--- src/rtl/decimal_bignum_scale_by_digit_unit_defines.svh ---
// Assertion macros shared by the decimal scaler RTL.
// Included by the top level; depends on nothing else.
`ifndef DECIMAL_BIGNUM_SCALE_BY_DIGIT_UNIT_DEFINES_SVH
`define DECIMAL_BIGNUM_SCALE_BY_DIGIT_UNIT_DEFINES_SVH

// Same-cycle implication, disabled while reset is asserted.
`define DBSD_CHECK(label, clk, rst_n, ante, cons, msg) \
    label: assert property (@(posedge clk) disable iff (!rst_n) (ante) |-> (cons)) \
        else $error(msg);

// Next-cycle implication, disabled while reset is asserted.
`define DBSD_CHECK_NEXT(label, clk, rst_n, ante, cons, msg) \
    label: assert property (@(posedge clk) disable iff (!rst_n) (ante) |=> (cons)) \
        else $error(msg);

`endif

--- src/rtl/dbsd_pkg.sv ---
// Shared types and constants for the decimal scaler.
// No dependencies; imported by the digit ALU, the top level and the testbench.
`timescale 1ns / 1ps
`default_nettype none

package dbsd_pkg;

    localparam int DIGIT_W            = 4;
    localparam int MAX_NUM_DIGITS_DEF = 32;
    localparam int RADIX              = 10;
    localparam int DIGIT_MAX          = 9;

    // Reciprocal of ten: (p * 205) >> 11 equals p / 10 for every p below 1029.
    localparam int RECIP10       = 205;
    localparam int RECIP10_SHIFT = 11;

    typedef enum logic [1:0] {
        CMD_CLEAR  = 2'd0,
        CMD_APPEND = 2'd1,
        CMD_MUL    = 2'd2,
        CMD_DIV    = 2'd3
    } cmd_t;

    typedef enum logic [4:0] {
        S_IDLE = 5'b00001,
        S_MUL  = 5'b00010,
        S_DIV  = 5'b00100,
        S_EMIT = 5'b01000,
        S_ERR  = 5'b10000
    } state_t;

    // Result of one digit step: the new digit and the carry or remainder.
    typedef struct packed {
        logic [DIGIT_W-1:0] digit;
        logic [DIGIT_W-1:0] carry;
    } alu_res_t;

endpackage

`default_nettype wire

--- src/rtl/dbsd_ram.sv ---
// Generic single-write, single-read RAM with a registered read port.
// Write-first on an address collision; no dependencies.
`timescale 1ns / 1ps
`default_nettype none

module dbsd_ram #(
    parameter int WIDTH = 4,
    parameter int DEPTH = 32
) (
    input  wire logic                     clk,
    input  wire logic                     we,
    input  wire logic [$clog2(DEPTH)-1:0] waddr,
    input  wire logic [WIDTH-1:0]         wdata,
    input  wire logic [$clog2(DEPTH)-1:0] raddr,
    output logic      [WIDTH-1:0]         rdata
);

    logic [WIDTH-1:0] mem [DEPTH];

    // Storage write and registered read; a same-address write is passed through.
    always_ff @(posedge clk)
    begin
        if (we)
        begin
            mem[waddr] <= wdata;
        end
        if (we && (waddr == raddr))
        begin
            rdata <= wdata;
        end
        else
        begin
            rdata <= mem[raddr];
        end
    end

endmodule

`default_nettype wire

--- src/rtl/dbsd_digit_alu.sv ---
// One decimal digit step: multiply with carry, or divide with remainder.
// Depends on dbsd_pkg for the digit width, radix and result struct.
`timescale 1ns / 1ps
`default_nettype none

module dbsd_digit_alu import dbsd_pkg::*; (
    input  wire logic               div_mode,
    input  wire logic [DIGIT_W-1:0] digit,
    input  wire logic [DIGIT_W-1:0] operand,
    input  wire logic [DIGIT_W-1:0] acc,
    output alu_res_t                res
);

    logic [6:0]         prod;
    logic [14:0]        recip;
    logic [DIGIT_W-1:0] mul_carry;
    logic [6:0]         mul_rem;
    logic [6:0]         cur;
    logic [DIGIT_W-1:0] div_q;
    logic [6:0]         div_rem;

    // Multiply step: product plus incoming carry, split into digit and carry.
    always_comb
    begin
        prod      = 7'(digit) * 7'(operand) + 7'(acc);
        recip     = 15'(prod) * 15'(RECIP10);
        mul_carry = 4'(recip >> RECIP10_SHIFT);
        mul_rem   = prod - 7'(mul_carry) * 7'(RADIX);
    end

    // Divide step: the quotient digit is the largest k (at most 9) whose multiple of the divisor fits.
    always_comb
    begin
        cur   = 7'(acc) * 7'(RADIX) + 7'(digit);
        div_q = '0;
        for (int k = 1; k <= DIGIT_MAX; k++)
        begin
            if (cur >= 7'(operand) * 7'(k))
            begin
                div_q = 4'(k);
            end
        end
        div_rem = cur - 7'(operand) * 7'(div_q);
    end

    assign res.digit = div_mode ? div_q : mul_rem[DIGIT_W-1:0];
    assign res.carry = div_mode ? div_rem[DIGIT_W-1:0] : mul_carry;

endmodule

`default_nettype wire

--- src/rtl/decimal_bignum_scale_by_digit_unit.sv ---
// Decimal number of up to MAX_NUM_DIGITS digits, scaled in place by a factor of 0 to 9 or
// a divisor of 1 to 9. Clear and append are done without leaving the idle state, except an
// append to a full number. A multiply walks the stored digits from the least significant
// end, one per cycle, into a scratch RAM, then streams the result out most significant
// first while copying it back, one result digit per free output slot. A divide walks the
// digits from the most significant end in place and then streams the quotient digits.
// The pace is set by the single digit ALU and the one-digit-per-cycle RAM ports.
// Overflow and a full append give one error transaction and leave the number unchanged.
// Digits are stored in RAM with no reset; no clearing pass is needed.
`timescale 1ns / 1ps
`default_nettype none

`include "decimal_bignum_scale_by_digit_unit_defines.svh"

module decimal_bignum_scale_by_digit_unit import dbsd_pkg::*; #(
    parameter int MAX_NUM_DIGITS = MAX_NUM_DIGITS_DEF
) (
    input  wire logic               clk,
    input  wire logic               rst_n,
    input  wire logic               in_valid,
    output logic                    in_stall,
    input  wire logic [1:0]         command,
    input  wire logic [DIGIT_W-1:0] digit_in,
    input  wire logic [DIGIT_W-1:0] operand,
    output logic                    out_valid,
    input  wire logic               out_stall,
    output logic [DIGIT_W-1:0]      digit_out,
    output logic                    last_digit,
    output logic                    error
);

    localparam int CW = $clog2(MAX_NUM_DIGITS + 1);
    localparam int AW = $clog2(MAX_NUM_DIGITS);
    localparam logic [CW-1:0] CountMax = CW'(MAX_NUM_DIGITS);

    state_t             state_reg, state_next;
    logic [CW-1:0]      count_reg, count_next;
    logic [CW-1:0]      idx_reg, idx_next;
    logic [CW-1:0]      pos_reg, pos_next;
    logic [DIGIT_W-1:0] op_reg, op_next;
    logic [DIGIT_W-1:0] acc_reg, acc_next;
    logic [DIGIT_W-1:0] lead_reg, lead_next;
    logic               lead_pend_reg, lead_pend_next;
    logic               from_scr_reg, from_scr_next;

    logic               out_valid_reg;
    logic [DIGIT_W-1:0] digit_out_reg;
    logic               last_reg;
    logic               error_reg;

    logic               accept;
    logic               out_free;
    logic               load_out;
    logic [DIGIT_W-1:0] ld_digit;
    logic               ld_last;
    logic               ld_err;
    logic [DIGIT_W-1:0] din_sat;
    logic [DIGIT_W-1:0] op_sat;
    logic [CW-1:0]      n_after;
    logic               div_wr;

    logic               st_we;
    logic [AW-1:0]      st_waddr;
    logic [DIGIT_W-1:0] st_wdata;
    logic [DIGIT_W-1:0] st_q;
    logic               sc_we;
    logic [AW-1:0]      sc_waddr;
    logic [DIGIT_W-1:0] sc_wdata;
    logic [DIGIT_W-1:0] sc_q;
    logic [AW-1:0]      rd_addr;

    alu_res_t           alu_res;

    // Digit store and multiply scratch; read data always matches idx_reg.
    dbsd_ram #(
        .WIDTH (DIGIT_W),
        .DEPTH (MAX_NUM_DIGITS)
    ) u_store (
        .clk   (clk),
        .we    (st_we),
        .waddr (st_waddr),
        .wdata (st_wdata),
        .raddr (rd_addr),
        .rdata (st_q)
    );

    dbsd_ram #(
        .WIDTH (DIGIT_W),
        .DEPTH (MAX_NUM_DIGITS)
    ) u_scratch (
        .clk   (clk),
        .we    (sc_we),
        .waddr (sc_waddr),
        .wdata (sc_wdata),
        .raddr (rd_addr),
        .rdata (sc_q)
    );

    // Shared digit ALU for both the multiply and the divide walk.
    dbsd_digit_alu u_alu (
        .div_mode (state_reg == S_DIV),
        .digit    (st_q),
        .operand  (op_reg),
        .acc      (acc_reg),
        .res      (alu_res)
    );

    // Handshake and input clean-up.
    assign in_stall = (state_reg != S_IDLE);
    assign accept   = in_valid && !in_stall;
    assign out_free = !out_valid_reg || !out_stall;
    assign din_sat  = (digit_in > 4'(DIGIT_MAX)) ? 4'(DIGIT_MAX) : digit_in;
    assign op_sat   = (operand > 4'(DIGIT_MAX)) ? 4'(DIGIT_MAX) : operand;
    assign div_wr   = (alu_res.digit != '0) || (pos_reg != '0);
    assign n_after  = div_wr ? CW'(pos_reg + CW'(1)) : pos_reg;
    assign rd_addr  = idx_next[AW-1:0];

    // Sequencer: command decode, digit walks and result streaming.
    always_comb
    begin
        state_next     = state_reg;
        count_next     = count_reg;
        idx_next       = idx_reg;
        pos_next       = pos_reg;
        op_next        = op_reg;
        acc_next       = acc_reg;
        lead_next      = lead_reg;
        lead_pend_next = lead_pend_reg;
        from_scr_next  = from_scr_reg;
        st_we          = 1'b0;
        st_waddr       = '0;
        st_wdata       = '0;
        sc_we          = 1'b0;
        sc_waddr       = idx_reg[AW-1:0];
        sc_wdata       = alu_res.digit;
        load_out       = 1'b0;
        ld_digit       = '0;
        ld_last        = 1'b0;
        ld_err         = 1'b0;

        case (state_reg)
            S_IDLE:
            begin
                if (accept)
                begin
                    case (cmd_t'(command))
                        CMD_CLEAR:
                        begin
                            count_next = '0;
                        end
                        CMD_APPEND:
                        begin
                            if (count_reg >= CountMax)
                            begin
                                state_next = S_ERR;
                            end
                            else
                            begin
                                st_we      = 1'b1;
                                st_waddr   = count_reg[AW-1:0];
                                st_wdata   = din_sat;
                                count_next = CW'(count_reg + CW'(1));
                            end
                        end
                        CMD_MUL, CMD_DIV:
                        begin
                            acc_next       = '0;
                            lead_pend_next = 1'b0;
                            from_scr_next  = 1'b0;
                            pos_next       = '0;
                            if ((cmd_t'(command) == CMD_DIV) && (op_sat == '0))
                            begin
                                op_next = 4'd1;
                            end
                            else
                            begin
                                op_next = op_sat;
                            end
                            if (count_reg == '0)
                            begin
                                // An empty number becomes a single zero digit.
                                st_we      = 1'b1;
                                st_waddr   = '0;
                                st_wdata   = '0;
                                count_next = CW'(1);
                                idx_next   = '0;
                                state_next = S_EMIT;
                            end
                            else if (cmd_t'(command) == CMD_MUL)
                            begin
                                idx_next   = CW'(count_reg - CW'(1));
                                state_next = S_MUL;
                            end
                            else
                            begin
                                idx_next   = '0;
                                state_next = S_DIV;
                            end
                        end
                        default:
                        begin
                            state_next = S_IDLE;
                        end
                    endcase
                end
            end

            S_MUL:
            begin
                // Least significant digit first; the product goes to scratch.
                sc_we    = 1'b1;
                acc_next = alu_res.carry;
                if (idx_reg == '0)
                begin
                    if ((alu_res.carry != '0) && (count_reg >= CountMax))
                    begin
                        state_next = S_ERR;
                    end
                    else
                    begin
                        from_scr_next  = 1'b1;
                        lead_next      = alu_res.carry;
                        lead_pend_next = (alu_res.carry != '0);
                        if (alu_res.carry != '0)
                        begin
                            count_next = CW'(count_reg + CW'(1));
                        end
                        idx_next   = '0;
                        pos_next   = '0;
                        state_next = S_EMIT;
                    end
                end
                else
                begin
                    idx_next = CW'(idx_reg - CW'(1));
                end
            end

            S_DIV:
            begin
                // Most significant digit first; leading zeros are not stored.
                acc_next = alu_res.carry;
                if (div_wr)
                begin
                    st_we    = 1'b1;
                    st_waddr = pos_reg[AW-1:0];
                    st_wdata = alu_res.digit;
                end
                if (idx_reg == CW'(count_reg - CW'(1)))
                begin
                    idx_next      = '0;
                    pos_next      = '0;
                    from_scr_next = 1'b0;
                    state_next    = S_EMIT;
                    if (n_after == '0)
                    begin
                        st_we      = 1'b1;
                        st_waddr   = '0;
                        st_wdata   = '0;
                        count_next = CW'(1);
                    end
                    else
                    begin
                        count_next = n_after;
                    end
                end
                else
                begin
                    idx_next = CW'(idx_reg + CW'(1));
                    pos_next = n_after;
                end
            end

            S_EMIT:
            begin
                // One result digit per free output slot; a product is copied back.
                if (out_free)
                begin
                    load_out = 1'b1;
                    if (lead_pend_reg)
                    begin
                        ld_digit = lead_reg;
                    end
                    else if (from_scr_reg)
                    begin
                        ld_digit = sc_q;
                    end
                    else
                    begin
                        ld_digit = st_q;
                    end
                    ld_last = (pos_reg == CW'(count_reg - CW'(1)));
                    if (from_scr_reg)
                    begin
                        st_we    = 1'b1;
                        st_waddr = pos_reg[AW-1:0];
                        st_wdata = ld_digit;
                    end
                    pos_next = CW'(pos_reg + CW'(1));
                    if (lead_pend_reg)
                    begin
                        lead_pend_next = 1'b0;
                    end
                    else
                    begin
                        idx_next = CW'(idx_reg + CW'(1));
                    end
                    if (ld_last)
                    begin
                        state_next = S_IDLE;
                    end
                end
            end

            S_ERR:
            begin
                if (out_free)
                begin
                    load_out   = 1'b1;
                    ld_digit   = '0;
                    ld_last    = 1'b1;
                    ld_err     = 1'b1;
                    state_next = S_IDLE;
                end
            end

            default:
            begin
                state_next = S_IDLE;
            end
        endcase
    end

    // Control registers.
    always_ff @(posedge clk or negedge rst_n)
    begin
        if (!rst_n)
        begin
            state_reg     <= S_IDLE;
            count_reg     <= '0;
            idx_reg       <= '0;
            pos_reg       <= '0;
            lead_pend_reg <= 1'b0;
            from_scr_reg  <= 1'b0;
            out_valid_reg <= 1'b0;
        end
        else
        begin
            state_reg     <= state_next;
            count_reg     <= count_next;
            idx_reg       <= idx_next;
            pos_reg       <= pos_next;
            lead_pend_reg <= lead_pend_next;
            from_scr_reg  <= from_scr_next;
            if (load_out)
            begin
                out_valid_reg <= 1'b1;
            end
            else if (!out_stall)
            begin
                out_valid_reg <= 1'b0;
            end
        end
    end

    // Datapath registers, including the output transaction payload.
    always_ff @(posedge clk)
    begin
        op_reg   <= op_next;
        acc_reg  <= acc_next;
        lead_reg <= lead_next;
        if (load_out)
        begin
            digit_out_reg <= ld_digit;
            last_reg      <= ld_last;
            error_reg     <= ld_err;
        end
    end

    assign out_valid  = out_valid_reg;
    assign digit_out  = digit_out_reg;
    assign last_digit = last_reg;
    assign error      = error_reg;

    // Design checks.
    `DBSD_CHECK(a_count_range, clk, rst_n, 1'b1, count_reg <= CountMax, "digit count past capacity")
    `DBSD_CHECK(a_emit_nonempty, clk, rst_n, state_reg == S_EMIT, count_reg != '0, "streaming an empty number")
    `DBSD_CHECK(a_div_rem, clk, rst_n, state_reg == S_DIV, acc_reg < op_reg, "remainder not below divisor")
    `DBSD_CHECK(a_err_last, clk, rst_n, out_valid && error, last_digit, "error transaction not marked last")
    `DBSD_CHECK_NEXT(a_err_load, clk, rst_n, (state_reg == S_ERR) && out_free, out_valid && error, "error transaction not issued")

endmodule

`default_nettype wire

--- config.mk ---
export PLATFORM = sky130hd
export DESIGN_NAME = decimal_bignum_scale_by_digit_unit
export DESIGN_NICKNAME = d
export VERILOG_FILES = /design/src/rtl/dbsd_pkg.sv /design/src/rtl/dbsd_ram.sv /design/src/rtl/dbsd_digit_alu.sv /design/src/rtl/decimal_bignum_scale_by_digit_unit.sv
export VERILOG_INCLUDE_DIRS = /design/src /design/src/rtl
export SDC_FILE = /design/constraint.sdc
export NUM_CORES = 1
export LEC_CHECK = 0
export ABC_AREA = 0
export BUFFER_PORTS_ARGS = -buffer_cell sky130_fd_sc_hd__buf_2
export CORE_MARGIN = 8
export CORE_UTILIZATION = 45
export CTS_CLUSTER_SIZE = 20
export DETAILED_ROUTE_END_ITERATION = 8
export SLEW_MARGIN = 20
export SYNTH_ARGS = -nofsm -noshare
export SYNTH_HDL_FRONTEND = slang
export SYNTH_SLANG_ARGS = --single-unit
export TNS_END_PERCENT = 100
--- constraint.sdc ---
create_clock -name clk -period 14.77 [get_ports clk]
set_input_delay 2.2155 -clock clk [delete_from_list [all_inputs] [get_ports clk]]
set_output_delay 2.2155 -clock clk [all_outputs]
set_load 0.05 [all_outputs]
* Word-level counts from Yosys, hierarchy flattened
Memories as Yosys holds them, arrays and structs flattened. A register that Yosys moved wholly into a read port is not among the register bits. Index checks and enable logic that the tools add are counted.
Word-level totals: word-level logic and storage cells 215, RAM bits 256, input port bits 14, memories 2, output and inout port bits 8, flip-flop bits (word level) 44
Memories:
- u_scratch.mem | depth 32, bits a word 4, read ports 1, clocked after memory_dff 1, wr ports 1, RTL line dbsd_ram.sv:18 | logic [WIDTH-1:0] mem [DEPTH];
- u_store.mem | depth 32, bits a word 4, read ports 1, clocked after memory_dff 1, wr ports 1, RTL line dbsd_ram.sv:18
Operators by class: reductions and logical operators 33, mux-type cells 107, multipliers 10, equal/unequal tests 27, bitwise operators 1, add/subtract/negate cells 9, magnitude comparators 12
Operators with widths (count):
- $mux W6 | 24
- $mux W4 | 25
- $mux W5 | 16
- $pmux W6 S4 | 2
- $pmux W6 S3 | 2
- $ge A7 B7 Y1 | 5
- $mux W1 | 27
- $pmux W5 S5 | 1
- $reduce_and A6 Y1 | 4
- $add A6 B1 Y6 const B | 3
- $logic_not A6 Y1 | 3
- $ne A2 B2 Y1 const B | 9
- $reduce_and A8 Y1 | 2
- $mul A7 B8 Y15 const B | 1
- $pmux W5 S3 | 1
- $add A7 B4 Y7 | 2
- $ge A7 B6 Y1 | 2
- $mul A4 B3 Y7 const B | 2
- $eq A6 B6 Y1 | 2
- $mul A4 B2 Y6 const B | 2
- $ne A3 B3 Y1 const B | 4
- $pmux W4 S3 | 1
- $reduce_bool A4 Y1 | 3
- $sub A6 B1 Y6 const B | 2
- 37 further kinds | 54

* Longest topological paths before layout
Gate-level depths: netlist of run 1.
depth in word-level cells 22, gate-level depth with buffers 52, depth with buffers taken out 49

* Cells and area by module
From an unflattened synthesis of run 1, not the netlist that was laid out.
Unflattened totals: cells, all modules 1238, area, all modules 17180.2 µm²
Modules (own cells, without submodules):
- dbsd_ram | sequential area each 3943.8 µm², instances 2, area each 5158.7 µm², cells each 232
- dbsd_digit_alu | sequential area each 0.0 µm², instances 1, area each 3443.3 µm², cells each 396
- decimal_bignum_scale_by_digit_unit | sequential area each 1192.4 µm², instances 1, area each 3419.5 µm², cells each 378

* Worst setup path before layout of run 1
OpenSTA, ideal clock, no wires.
path kind reg-to-reg, from reg with a tool-made name, to mem u_store.mem[0][0], data pin, library setup time 467 ps, path slack 2655 ps, stages on the path, launching flop included 44, arrival 11648 ps, data required time 14303 ps, period minus slack after synthesis 12115 ps, buffers on the path 4, path through dfxtp_1 > buf_6 > buf_12 > clkbuf_1 > clkbuf_1 > mux4_2 > mux4_2 > mux2i_1 > inv_1 > nand2_1 > fa_1 > fa_1 > fa_1 > inv_1 > ha_1 > a21oi_1 > o21bai_1 > a21oi_1 > [... 8 more ...] > a21o_1 > a41oi_2 > xnor2_1 > ha_1 > fa_1 > xor2_1 > xnor3_1 > or3b_1 > a21oi_2 > a21o_2 > nand2_1 > ha_1 > a21oi_1 > nand4b_1 > or3_1 > o21ai_0 > and2_1 > o31ai_1
RTL lines (RTL line):
- end, declared | dbsd_ram.sv:18

==> impl_metrics.ini, run 1 <==
[worst_setup_path]
crit_arrival_ns = 13.13
crit_required_ns = 14.92
cp-start-kind = flip-flop
cp_max_fo = 26
cp-end-kind = flip-flop
crit_type = reg -> reg
cp_slowest_cell = nor3_1
r2r_slack_ns = 1.79
worst_r2r_endpoint = u_store.mem[4][0]
reg2reg_depth = 44
critPathMaxStageDelay_ns = 0.83
crit_path_end = u_store.mem[4][0]

[synth]
synth_warnings = 0
avgSynthCellArea_sq_um = 13.2
synth_cell_types = 96
syn_area_sq_um = 17300
synth_nets = 1475
synthFlopType = edfxtp_1
ys_async_sr_fraction_pct = 8.52
synth_top_area_cell = edfxtp_1
ys_seq_area_share_pct = 51.8
synth.area.top_cells = edfxtp_1 (47%), ha_1 (9.2%), mux4_2 (9.1%)
ys_seq_elements = 305
synth_edf_count = 274
synth_top_area_share_pct = 47.5
synth_cells = 1308

[timing]
period_needed_ns = 12.98
fmax_mhz = 77.0
drv_slew = 0
rsz0062_at_grt = no
finalHoldViolCount = 0
fin_crit_sh_pct = 87.9
setup_viol = 0
tightest_slew_ns = 0.918
finalSetupTns_ns = 0
skew_ns = 0.0438
slew_headroom_pct = 38.3

[global_routing]
grt_pass1_vias = 11100
grt_max_degree = 44
overflow = 0
grt_usage_pct = 18.8
grt_pass1_wl_mm = 65.6
antenna_found_initial = 1

[place]
dp_cells = 1811
dpl.hpwl_mm = 29.6
routabilityCongestion = 0.884
placed_area_sq_um = 18000
io_buffers = 21

[clock_tree]
clkSlewWorstSetupHoldPaths_ns = 0.06
clock_latency_ns = 0.55
cts_resized = 0
cts_made_buffers = 34
ctsHoldBuffers = 0
clockRootBuffer = clkbuf_16
clockBufferDepth = 3
clock_sinks = 305
tritoncts = yes
cts_htree_levels = 2
post-cts-setup-buffers = 0

[final_layout]
reg_top3 = u_scratch.mem x128, u_store.mem x128
fillCellCount = 3379
nNetsFinal = 1496
synthToLayoutAreaGrowth_pct = 10.1
finalInstanceArea_sq_um = 19100
post_layout_nonfiller_instances = 1872
drive_gt1_share_pct = 15.2
antenna_cells = 0
finalCoreUtilization_pct = 49.7

[die]
ioPinCount = 22
dieArea_sq_um = 45000
core_area_sq_um = 38400
die_w_um = 212
num_rows = 72
initial_core_util_pct = 45.2
die_height_um = 212

[detailed_routing]
vias = 10900
ant_nets = 0
wl_mm = 41.7
drt_drc_violations_left = 0
first_iter_violations = 938
wire_per_inst_um = 22.3
drtPass1Iterations = 5
routed_via_density = 5.81

[run]
cap_violations = 0

[hold_path]
hold_path_class = reg -> reg
min_path_cells = 2

[outcome]
outcome = complete, no violations
## how the worst min path moves through the flow
stage,startpoint,to,slack [ns]
3_5_place_dp,out_valid,out_valid,0.54
5_1_grt,out_valid,out_valid,0.59
6_report,out_valid,out_valid,0.55
4_1_cts,out_valid,out_valid,0.55
2_1_floorplan,lead_reg[1],digit_out[1],0.55
3_3_place_gp,out_valid,out_valid,0.51
## synth_stat cells (5+ instances only)
cell type / count
nor2_1: 102
nor3_1: 33
nand4_1: 5
nor2b_1: 8
o21a_1: 5
and2_1: 12
nand3_1: 27
mux4_2: 70
inv_1: 81
a31oi_1: 8
a22oi_1: 7
xnor2_1: 37
a211oi_1: 8
dfrtp_1: 25
o21ai_1: 8
mux2i_1: 24
nand2b_1: 16
dfxtp_1: 5
nor4_1: 5
fa_1: 26
nor3b_1: 5
nand3b_1: 6
o211ai_1: 7
nand2_1: 73
nor3_2: 6
or3_1: 6
buf_2: 11
a21oi_1: 53
xor2_1: 11
o21bai_1: 5
ha_1: 127
edfxtp_1: 274
o21ai_0: 46
o31ai_1: 8
clkbuf_1: 35
a21o_1: 19
and3_1: 10
## cell families (layout without fill, tap and decap cells)
| logic type | count (synthesis) | in the layout | synth area share [%] |
|---|---|---|---|
| muxes | 96 | 96 | 10.6 |
| and+or+nand+nor | 337 | 337 | 9.87 |
| xor gates and xnor gates | 53 | 53 | 3.04 |
| buffers and inverters | 137 | 183 | 3.31 |
| DFF | 305 | 305 | 51.8 |
| adders and majority gates | 153 | 153 | 12.2 |
| AOI/OAI and AO/OA | 227 | 227 | 9.18 |
## layer usage
layer / vias up / share of wire [%] / global-route usage [%]
li1: 5013 / - / -
met1: 5427 / 42 / 25.0
met2: 373 / 49 / 31.5
met3: 68 / 6.7 / 3.29
met4: 0 / 2.1 / 5.31
met5: - / 0 / 0
## layout by cell type (no fill, tap or decap), types with 33 or more instances in the layout
cell and n:
a21oi_1 51, clkbuf_16 34, edfxtp_1 274, ha_1 127
inv_1 81, mux4_2 70, nand2_1 73, nor2_1 102
nor3_1 33, o21ai_0 44, xnor2_1 37
## stage by stage
step / setup WS [ns] / hold WS [ns]
floorplan: 2.66 / 0.551
CTS: 1.79 / 0.551
finish: 1.79 / 0.550
detailed placement: 1.86 / 0.538
global placement: 2.06 / 0.510
global route: 1.12 / 0.594
## layout make-up
cell class	instances	area, sq um	area share [%]
Clock buffer	39	870	4.56
Clock inverter	22	213	1.11
Inverter	83	312	1.63
Multi-Input combinational cell	866	7810	40.9
Sequential cell	305	8990	47.1
Tap cell	518	648	3.40
Timing Repair Buffer	39	240	1.26
## worst max-delay path, delay by kind of cell, from the launching register on
family,cells,cell delay [ns]
adders and majority gates,12,4.49
and+or+nand+nor,8,2.69
AOI/OAI and AO/OA,10,1.78
muxes,3,1.47
xor gates and xnor gates,5,1.03
DFF,1,0.65
buffers and inverters,6,0.42
Power of run 1 is left out: the tool's default activity adds up to more than one toggle a clock period on the data nets, which glitch-free logic cannot reach.
==> run 2, diff against run 1 <==
SYNTH_HIERARCHICAL = 1   (was unset)
==> run 2 against run 1 <==
Synthesized cell count decreased by 5.4%. Register-to-register slack improved by 0.83 ns. Critical path depth decreased by 2. Utilization rose by 0.39 points. First-iteration DRC count decreased by 12%. Global-route usage shrank 1.1 points. Largest cell class unchanged.
==> impl_metrics.ini, run 2 <==
[detailed_routing]
wire_per_inst_um = 21.6
drt_drc_violations_left = 0
routed_via_density = 5.72
first_iter_violations = 827
ant_nets = 0
wl_mm = 38.8
vias = 10300
drtPass1Iterations = 5

[timing]
finalHoldViolCount = 0
final.setup.worst_slack_ns = 2.62
fin_crit_sh_pct = 82.2
period_needed_ns = 12.15
fmax_mhz = 82.3
skew_ns = 0.0343
rsz0062_at_grt = no
drv_slew = 0
finalSetupTns_ns = 0
setup_viol = 0
slew_headroom_pct = 41.8
tightest_slew_ns = 0.866

[final_layout]
seqCellArea_sq_um = 9080
fillCellCount = 3278
finalCoreUtilization_pct = 50.1
drive_gt1_share_pct = 16.8
multiInputGateArea_sq_um = 7500
post_layout_nonfiller_instances = 1801
antenna_cells = 0
nNetsFinal = 1428
final_cell_mix = edfxtp_1 (274), ha_1 (124), nor2_1 (118)
reg_top3 = u_scratch/mem x128, u_store/mem x128
final_common_cell = edfxtp_1
synthToLayoutAreaGrowth_pct = 9.85

[worst_setup_path]
cp_slowest_cell = dfxtp_4
crit_required_ns = 14.97
cp-end-kind = flip-flop
crit_type = reg -> reg
critPathMostFrequentCell = fa_1
critPathMaxStageDelay_ns = 0.75
worst_r2r_endpoint = u_store/mem[22][0]
r2r_slack_ns = 2.62
reg2reg_depth = 42
crit_arrival_ns = 12.35
cp-start-kind = flip-flop
cp_max_fo = 34

[hold_path]
hp-start = pos_reg[5]
hold_path_class = reg -> reg
min_path_cells = 2
holdPathEnd = pos_reg[5]

[die]
initial_core_util_pct = 45.6
num_rows = 71
die_height_um = 211
core_area_sq_um = 37700
die_w_um = 211
dieArea_sq_um = 44700
ioPinCount = 22

[run]
cap_violations = 0

[clock_tree]
clkSlewWorstSetupHoldPaths_ns = 0.06
post-cts-setup-buffers = 0
clockRootBuffer = clkbuf_16
tritoncts = yes
cts_made_buffers = 35
cts_htree_levels = 2
clockBufferDepth = 3
clock_latency_ns = 0.56
cts_resized = 0
clock_sinks = 310
ctsHoldBuffers = 0

[place]
dp_cells = 1737
place_ws_ns = 2.20
io_buffers = 21
dpl.hpwl_mm = 27.1
routabilityCongestion = 0.896

[synth]
synth_nets = 1402
synth_top_area_share_pct = 47.9
ys_seq_elements = 310
synth_cell_types = 95
synth_cells = 1238
avgSynthCellArea_sq_um = 13.9
synth_common_cells = edfxtp_1 (274), ha_1 (124), nor2_1 (118), inv_1 (87), mux4_2 (80)
synth_top_area_cell = edfxtp_1
syn_area_sq_um = 17200
synth_warnings = 6
synthFlopType = edfxtp_1
ys_async_sr_fraction_pct = 8.39
synth_edf_count = 274
synth.area.top_cells = edfxtp_1 (48%), mux4_2 (10%), ha_1 (9.0%)
ys_seq_area_share_pct = 52.9
post-synth-top-count-cell = edfxtp_1

[outcome]
outcome = complete, no violations

[global_routing]
grt_usage_pct = 17.7
overflow = 0
grt_pass1_wl_mm = 61.4
antenna_found_initial = 0
grt_pass1_vias = 10600
grt_max_degree = 35
run 2: cell types whose count changed after synthesis, moves of 9 or more:
cell,previous run,this run
mux2_2,2,12
mux2i_1,24,11
nand2b_1,16,7
nor2_1,102,118
a21oi_1,53,41
nand2_1,73,60
o21ai_0,46,28
mux4_2,70,80
nor3_1,33,7
a21o_1,19,9
clkbuf_1,35,21
run 2: final cells by class:
class / instances / share of cell area [%]
multi-input combinational: 789 / 39.7
clock inverter: 17 / 0.696
timing repair buffer: 37 / 1.23
inverter: 91 / 1.82
sequential: 310 / 48.1
clock buffer: 46 / 4.97
tap: 511 / 3.39
run 2: worst max-delay path: cells and delay by family (launching register included):
family / cells / cell delay, ns
AO/OA/AOI/OAI: 8 / 1.73
flip-flops: 1 / 0.75
buffers and inverters: 7 / 0.71
multiplexers: 4 / 1.73
XOR/XNOR: 5 / 0.91
adder cells (fa/ha/maj): 11 / 4.18
AND/OR/NAND/NOR: 7 / 1.76
run 2: stage by stage:
step	hold WS, ns	area [sq um]
floorplan	0.529	17200
global route	0.678	18900
finish	0.627	18900
CTS	0.633	18900
global placement	0.615	17800
detailed placement	0.611	17800
run 2: kinds of logic (layout without fill, tap and decap cells):
| family | after synthesis | after routing | share of synthesized area (%) |
|---|---|---|---|
| buffers and inverters | 139 | 191 | 3.55 |
| and+or+nand+nor | 305 | 305 | 8.89 |
| adders and majority gates | 150 | 150 | 12.1 |
| xor gates and xnor gates | 58 | 58 | 3.40 |
| AOI/OAI and AO/OA | 171 | 171 | 7.15 |
| muxes | 105 | 105 | 12.1 |
| DFF | 310 | 310 | 52.9 |
run 2: per-layer routing:
metal / track usage, % / vias up / share of wire [%]
li1: - / 4752 / -
met2: 29.5 / 304 / 49
met1: 23.4 / 5176 / 44
met3: 2.51 / 71 / 4.6
met5: 0 / - / 0
met4: 6.57 / 0 / 3.0
run 2: how the worst max path moves through the flow:
| stage | endpoint | startpoint | slack (ns) |
|---|---|---|---|
| after global placement | u_store/mem[19][3] | flip-flop | 2.50 |
| after CTS | u_store/mem[11][3] | flip-flop | 2.19 |
| after global routing | u_store/mem[22][1] | flip-flop | 1.93 |
| after floorplan | u_store/mem[12][0] | flip-flop | 2.77 |
| after detailed placement | u_store/mem[4][0] | flip-flop | 2.20 |
| final | u_store/mem[22][0] | flip-flop | 2.62 |
Power of run 2 is left out for the same reason.
